[config.mk]
export PLATFORM = sky130hd
export DESIGN_NAME = mvsu_ctrl
export DESIGN_NICKNAME = d
export VERILOG_FILES = /design/src/design/mvsu_pkg.sv /design/src/design/mvsu_ctrl.sv
export SDC_FILE = /design/constraint.sdc
export NUM_CORES = 1
export LEC_CHECK = 0
export BUFFER_PORTS_ARGS = -buffer_cell sky130_fd_sc_hd__buf_2
export CELL_PAD_IN_SITES_DETAIL_PLACEMENT = 0
export CELL_PAD_IN_SITES_GLOBAL_PLACEMENT = 2
export CORE_MARGIN = 10
export CORE_UTILIZATION = 22
export DETAILED_ROUTE_END_ITERATION = 8
export HOLD_SLACK_MARGIN = 0.15
export PLACE_DENSITY_LB_ADDON = 0.1
export SYNTH_ARGS = -nofsm -noshare
export SYNTH_HDL_FRONTEND = slang
export SYNTH_SLANG_ARGS = --single-unit
export TNS_END_PERCENT = 5
[constraint.sdc]
create_clock -name clk -period 1.75 [get_ports clk]
set_clock_uncertainty 0.1 [all_clocks]
set_input_delay 0 -clock clk [delete_from_list [all_inputs] [get_ports clk]]
set_output_delay 0 -clock clk [all_outputs]
set_load 0.02 [all_outputs]
[src/design/mvsu_pkg.sv]
// Shared constants and types for the mean/variance/std-dev unit.
`default_nettype none
package mvsu_pkg;
	localparam int CAPACITY = 1024;
	localparam int AW = $clog2(CAPACITY);
	localparam int CW = AW + 1;
	localparam int SUMW = 16 + CW;
	localparam int MEANW = 24;
	localparam int VARW = 48;
	localparam int SDW = 24;
	localparam int SQW = 64;
	localparam logic [1:0] ST_OK = 2'd0;
	localparam logic [1:0] ST_OVF = 2'd1;
	localparam logic [1:0] ST_DIVZ = 2'd2;
	localparam logic [0:0] REG_SAMPLE_MODE = 1'd0;

	typedef struct packed {
		logic load;
		logic clear;
		logic div_start;
		logic pass_start;
		logic pass_step;
		logic vdiv_start;
		logic sqrt_start;
	} mvsu_cmd_t;

	typedef struct packed {
		logic div_done;
		logic pass_done;
		logic vdiv_done;
		logic sqrt_done;
		logic overflowed;
		logic divz;
	} mvsu_sts_t;
endpackage
`default_nettype wire

[src/design/mvsu_ctrl.sv]
// Controller state machine sequencing load, mean, pass, divide, sqrt and output.
`default_nettype none
module mvsu_ctrl (
	input  wire                  clk,
	input  wire                  arst_n,
	input  wire                  in_valid,
	input  wire                  in_last,
	output logic                 in_stall,
	input  mvsu_pkg::mvsu_sts_t  sts,
	output mvsu_pkg::mvsu_cmd_t  cmd,
	output logic                 capture,
	output logic [1:0]           cap_status,
	input  wire                  out_busy
);
	import mvsu_pkg::*;

	localparam logic [2:0] S_LOAD = 3'd0;
	localparam logic [2:0] S_MEAN = 3'd1;
	localparam logic [2:0] S_PASS = 3'd2;
	localparam logic [2:0] S_VDIV = 3'd3;
	localparam logic [2:0] S_SQRT = 3'd4;
	localparam logic [2:0] S_EMIT = 3'd5;
	localparam logic [2:0] S_START = 3'd6;

	logic [2:0] state_q;
	logic acc;

	assign in_stall = (state_q != S_LOAD);
	assign acc = in_valid && !in_stall;

	always_comb begin
		cmd = '0;
		capture = 1'b0;
		cap_status = ST_OK;
		cmd.load = acc;
		unique case (state_q)
			S_LOAD: ;
			S_START: cmd.div_start = !sts.overflowed;
			S_MEAN: begin
				if (sts.overflowed) begin
					if (!out_busy) begin
						capture = 1'b1;
						cap_status = ST_OVF;
						cmd.clear = 1'b1;
					end
				end else if (sts.div_done) begin
					cmd.pass_start = 1'b1;
				end
			end
			S_PASS: begin
				cmd.pass_step = 1'b1;
				if (sts.pass_done && !sts.divz)
					cmd.vdiv_start = 1'b1;
			end
			S_VDIV: if (sts.vdiv_done) cmd.sqrt_start = 1'b1;
			S_SQRT: ;
			S_EMIT: begin
				if (!out_busy) begin
					capture = 1'b1;
					cap_status = sts.divz ? ST_DIVZ : ST_OK;
					cmd.clear = 1'b1;
				end
			end
			default: ;
		endcase
	end

	always_ff @(posedge clk or negedge arst_n) begin
		if (!arst_n) begin
			state_q <= S_LOAD;
		end else begin
			unique case (state_q)
				S_LOAD: if (acc && in_last) state_q <= S_START;
				S_START: state_q <= S_MEAN;
				S_MEAN: begin
					if (sts.overflowed) begin
						if (!out_busy) state_q <= S_LOAD;
					end else if (sts.div_done) begin
						state_q <= S_PASS;
					end
				end
				S_PASS: if (sts.pass_done) state_q <= sts.divz ? S_EMIT : S_VDIV;
				S_VDIV: if (sts.vdiv_done) state_q <= S_SQRT;
				S_SQRT: if (sts.sqrt_done) state_q <= S_EMIT;
				S_EMIT: if (!out_busy) state_q <= S_LOAD;
				default: state_q <= S_LOAD;
			endcase
		end
	end
endmodule
`default_nettype wire

# Word level (Yosys, flattened, before mapping)
# Index checks and enable logic that the tools add are counted.
[word_totals] register_bits=3 word_cells=46 out_inout_bits=11 input_bits=11
[op_classes] muxes=25 reduce_logical=9 eq_ne=11
[op_table] op="$mux 3" count=8
[op_table] op="$pmux 3 s7" count=1
[op_table] op="$mux 1" count=11
[op_table] op="$eq 3x3->1 const B" count=3
[op_table] op="$ne 2x2->1 const B" count=4
[op_table] op="$eq 3x2->1 const B" count=2
[op_table] op="$mux 2" count=3
[op_table] op="$reduce_and 5->1" count=1
[op_table] op="$pmux 2 s2" count=1
[op_table] op="$eq 3x1->1 const B" count=1
[op_table] op="$logic_and 1x1->1" count=3
[op_table] op="$logic_not 1->1" count=3
[op_table] op="$logic_not 3->1" count=1
[op_table] op="$ne 3x3->1 const B" count=1
[op_table] op="$reduce_bool 3->1" count=1
[op_table] op="$pmux 1 s2" count=1

# Logic depth before layout (Yosys ltp)
[depth] ltp_word=6 ltp_mapped=4 mapped_depth_nobuf=3

# Least setup slack after synthesis
# No wires, ideal clock.
[synth_timing] path_kind="register to output" start="register state_q[0]" end="output cmd[1] (netlist name)" setup_slack_ps=256 n_path_buf=0 path_stages_with_launch=3 required_ps=1650 arrival_time_ps=1394 cell_sequence="dfrtp_1 nand2b_1 nor4b_1"
[synth_lines] element="from (decl)" line_no="mvsu_ctrl.sv:25" rtl="logic [2:0] state_q;"
[synth_lines] element="from (signal assigned)" line_no="mvsu_ctrl.sv:82" rtl="S_PASS: if (sts.pass_done) state_q <= sts.divz ? S_EMIT : S_VDIV;"
[synth_lines] element="to (decl)" line_no="mvsu_ctrl.sv:10" rtl="output mvsu_pkg::mvsu_cmd_t cmd,"

==> flow_metrics.py <==
metrics = {
    "pwr": {
        "worst_ir_drop_vdd_mv": 0.423,
        "post-layout-total-power_w": 0.000881,
        "netSwitchingPower_w": 0.000390,
        "power_switching_share_pct": 44.2,
        "power.density_cell_area_nw_per_um2": 1350,
        "pwr-share-comb_pct": 67.0,
        "cellInternalPower_w": 0.000491,
        "share_seq_of_total_power_pct": 19.3,
        "power_leakage_nw": 0.333,
        "power_frac_clock_pct": 13.7,
    },
    "placement": {
        "hpwlAfterDp_um": 1030,
        "place.port_buffers": 21,
        "postPlaceCellArea_um2": 523,
        "place_inst": 91,
        "place.gp.congestion": 0.679,
    },
    "finish": {
        "post-route-cell-area_um2": 651,
        "final-seq-area_um2": 76.3,
        "largest-register": "state_q",
        "reg_top3": "state_q: 3 flops",
        "finish.cell_count_without_fillers": 105,
        "ratio_of_cells_with_drive_above_1_in_the_final_layout_pct": 45.0,
        "final_nets": 92,
        "largest_register_ffs": 3,
        "flow.area_growth_from_synthesis_pct": 65.1,
        "fillers": 190,
        "multi_input_comb_area_um2": 274,
        "num_antenna_cells": 0,
    },
    "clock_tree": {
        "clock_sinks": 3,
        "cts-root-to-sink-buffers": 2,
        "numCtsBuffers": 3,
        "cell_at_the_root_of_the_clock_tree": "sky130_fd_sc_hd__clkbuf_4",
        "tritoncts": "built",
        "cts.htree.levels": 1,
        "clk_latency_ns": 0.23,
        "cts.clk_slew.worst_paths_ns": 0.03,
        "cts.repair_timing.setup_buffer_count": 0,
    },
    "synthesis": {
        "postSynth.topFlopCell": "sky130_fd_sc_hd__dfrtp_1",
        "mappedNetlistArea_um2": 394,
        "synth_fp_nets": 57,
        "cell_taking_the_most_area_after_synthesis": "sky130_fd_sc_hd__dfrtp_1",
        "synth_enable_flop_cells": 0,
        "synthMostInstantiatedCell": "sky130_fd_sc_hd__buf_4",
        "synth.top_cell.area_share_pct": 19.0,
        "synth.yosys.seq_area_share_pct": 19.0,
        "yosysUniqueCellTypes": 30,
        "post_synth_most_frequent_cells": "5 x sky130_fd_sc_hd__buf_4, 4 x sky130_fd_sc_hd__nor2_1, 3 x sky130_fd_sc_hd__dfrtp_1, 3 x sky130_fd_sc_hd__nand2b_1",
        "netlist_instances": 46,
        "synthesis.yosys.warnings": 0,
        "avgSynthCellArea_um2": 8.57,
        "post_synth_main_area_contributors": "sky130_fd_sc_hd__dfrtp_1 19%, sky130_fd_sc_hd__buf_4 9.5%, sky130_fd_sc_hd__nand2b_1 4.8%",
        "synth_seq_cells": 3,
        "synth_async_sr_flop_share_pct": 100,
    },
    "sta": {
        "worst-slew-pin-transition_ns": 0.292,
        "final_hold_viol_count": 0,
        "whs_ns": 0.162,
        "timing.slew.headroom_pct": 80.6,
        "crit_path_time_final_ns": 1.62,
        "final_max_slew_violation_count": 0,
        "finalSetupViolations": 0,
        "max_clock_freq_mhz": 619,
        "final.setup.tns_ns": 0,
        "grt_setup_unrepaired": "false",
        "min_period_over_period_pct": 92.3,
    },
    "floorplanning": {
        "placeableCoreArea_um2": 1710,
        "vertical_die_dimension_um": 62.3,
        "floorplan.initialDensity_pct": 23.1,
        "count_of_boundary_i_o_pins": 22,
        "die_width_um": 62.3,
        "die-area_um2": 3880,
        "placement_rows": 15,
    },
    "route": {
        "totalWireLength_um": 1270,
        "route.detailed.drc": 0,
        "drt_iter0_markers": 9,
        "drt-vias-per-instance": 4.38,
        "count_of_nets_left_with_antenna_violations_after_detail_routing": 0,
        "via_count": 460,
        "avgRoutedWirePerCell_um": 12.1,
        "dr.pass1.iters": 4,
    },
    "setup_path": {
        "setup.worst_path.end_class": "output pin",
        "crit_required_ns": 1.65,
        "reg2reg_depth": 4,
        "criticalPathCategory": "flip-flop to output pin",
        "timing.critical_path.fanout_max": 9,
        "setup.worst_path.start_class": "flip-flop",
        "reg2reg_setup_slack_ns": 0.19,
        "timing.rr.start": "state_q[1]",
        "crit_path_cell_trace": "buf_4 > or3_1 > nor2_1 > buf_2",
        "cp_data_arrival_time_ns": 1.52,
        "cpPeakStageDelay_ns": 0.45,
        "setup.worst_path.start": "state_q[1]",
        "critical-path-slowest-cell": "sky130_fd_sc_hd__dfrtp_2",
    },
    "grt": {
        "gr-total-overflow": 0,
        "grt_first_pass_wirelength_um": 2170,
        "grt_util_all_layers_pct": 6.45,
        "number_of_global_route_vias_before_repair": 514,
        "grt_max_degree": 10,
        "grt_antenna_before_repair": 0,
    },
    "hold_path": {
        "hold_path_stages": 4,
        "hold_path_startpoint": "sts[4]",
        "hold_class": "input port to flip-flop",
    },
    "outcome": {
        "outcome": "complete, no violations",
    },
    "job": {
        "maxCapViolCount": 0,
    },
}
layout by cell type (no fill, tap or decap), types with 2 or more instances in the layout:
master                           n
sky130_fd_sc_hd__buf_4           4
sky130_fd_sc_hd__a211oi_1        2
sky130_fd_sc_hd__clkbuf_4        3
sky130_fd_sc_hd__dfrtp_1         2
sky130_fd_sc_hd__and2b_1         2
sky130_fd_sc_hd__nand2b_1        3
sky130_fd_sc_hd__buf_2          21
sky130_fd_sc_hd__dlygate4sd3_1  10
sky130_fd_sc_hd__nor2_1          4
sky130_fd_sc_hd__inv_1           2
sky130_fd_sc_hd__and3_1          2
sky130_fd_sc_hd__nor3_1          2
worst paths after layout:
| check | to |
|---|---|
| worst min-delay path | state_q[1] |
| worst max-delay path | cmd[6] |
| min in group asynchronous | state_q[0] |
| max in group asynchronous | state_q[1] |
| worst max register to register | state_q[0] |
| worst min register to register | state_q[2] |
cell families after synthesis:
logic type | after synthesis | share of synthesized area (%)
multiplexers | 1 | 3.81
buffers and inverters | 7 | 11.4
AO/OA/AOI/OAI | 12 | 26.0
flip-flops | 3 | 19.0
AND/OR/NAND/NOR | 23 | 39.7
final cells by class:
| type | count | area share (%) |
|---|---|---|
| multi-input combinational | 36 | 42.1 |
| tap | 25 | 4.81 |
| clock buffer | 4 | 4.04 |
| sequential | 3 | 11.7 |
| timing repair buffer | 35 | 36.2 |
| inverter | 2 | 1.15 |
timing repair:
| item | 4_1_cts | 5_1_grt |
|---|---|---|
| endpoints found under the hold margin | 6 | 0 |
| hold buffers | 10 | 0 |
| setup endpoints to repair | 0 | 3 |
| resized for setup | 0 | 1 |
stage by stage:
step	utilization [%]	worst slack, ns
3_3_place_gp	30.6	0.278
5_1_grt	38.1	0.0241
6_report	38.1	0.135
3_5_place_dp	30.6	0.304
2_1_floorplan	-	0.256
4_1_cts	38.0	0.0818
layer usage:
metal	up-vias	GRT usage (%)	share of wire, %
li1	238	-	-
met4	0	3.35	1.3
met5	-	0	0
met3	2	2.87	8.5
met1	205	6.87	45
met2	15	10.5	45
critical path: cells and delay by family (launching register included):
kind | cells | cell delay (ns)
buffers and inverters | 2 | 0.35
flip-flops | 1 | 0.45
AND/OR/NAND/NOR | 2 | 0.49
power groups by stage:
stage | Combinational (W) | Clock [W] | Sequential, W
floorplan | 0.000452 | 0 | 0.000146
global placement | 0.000587 | 0 | 0.000172
detailed placement | 0.000578 | 0 | 0.000168
CTS | 0.000603 | 0.000126 | 0.000168
global route | 0.000653 | 0.000136 | 0.000176
finish | 0.000590 | 0.000121 | 0.000170
Note: power is estimated with default switching activity, not from simulation.
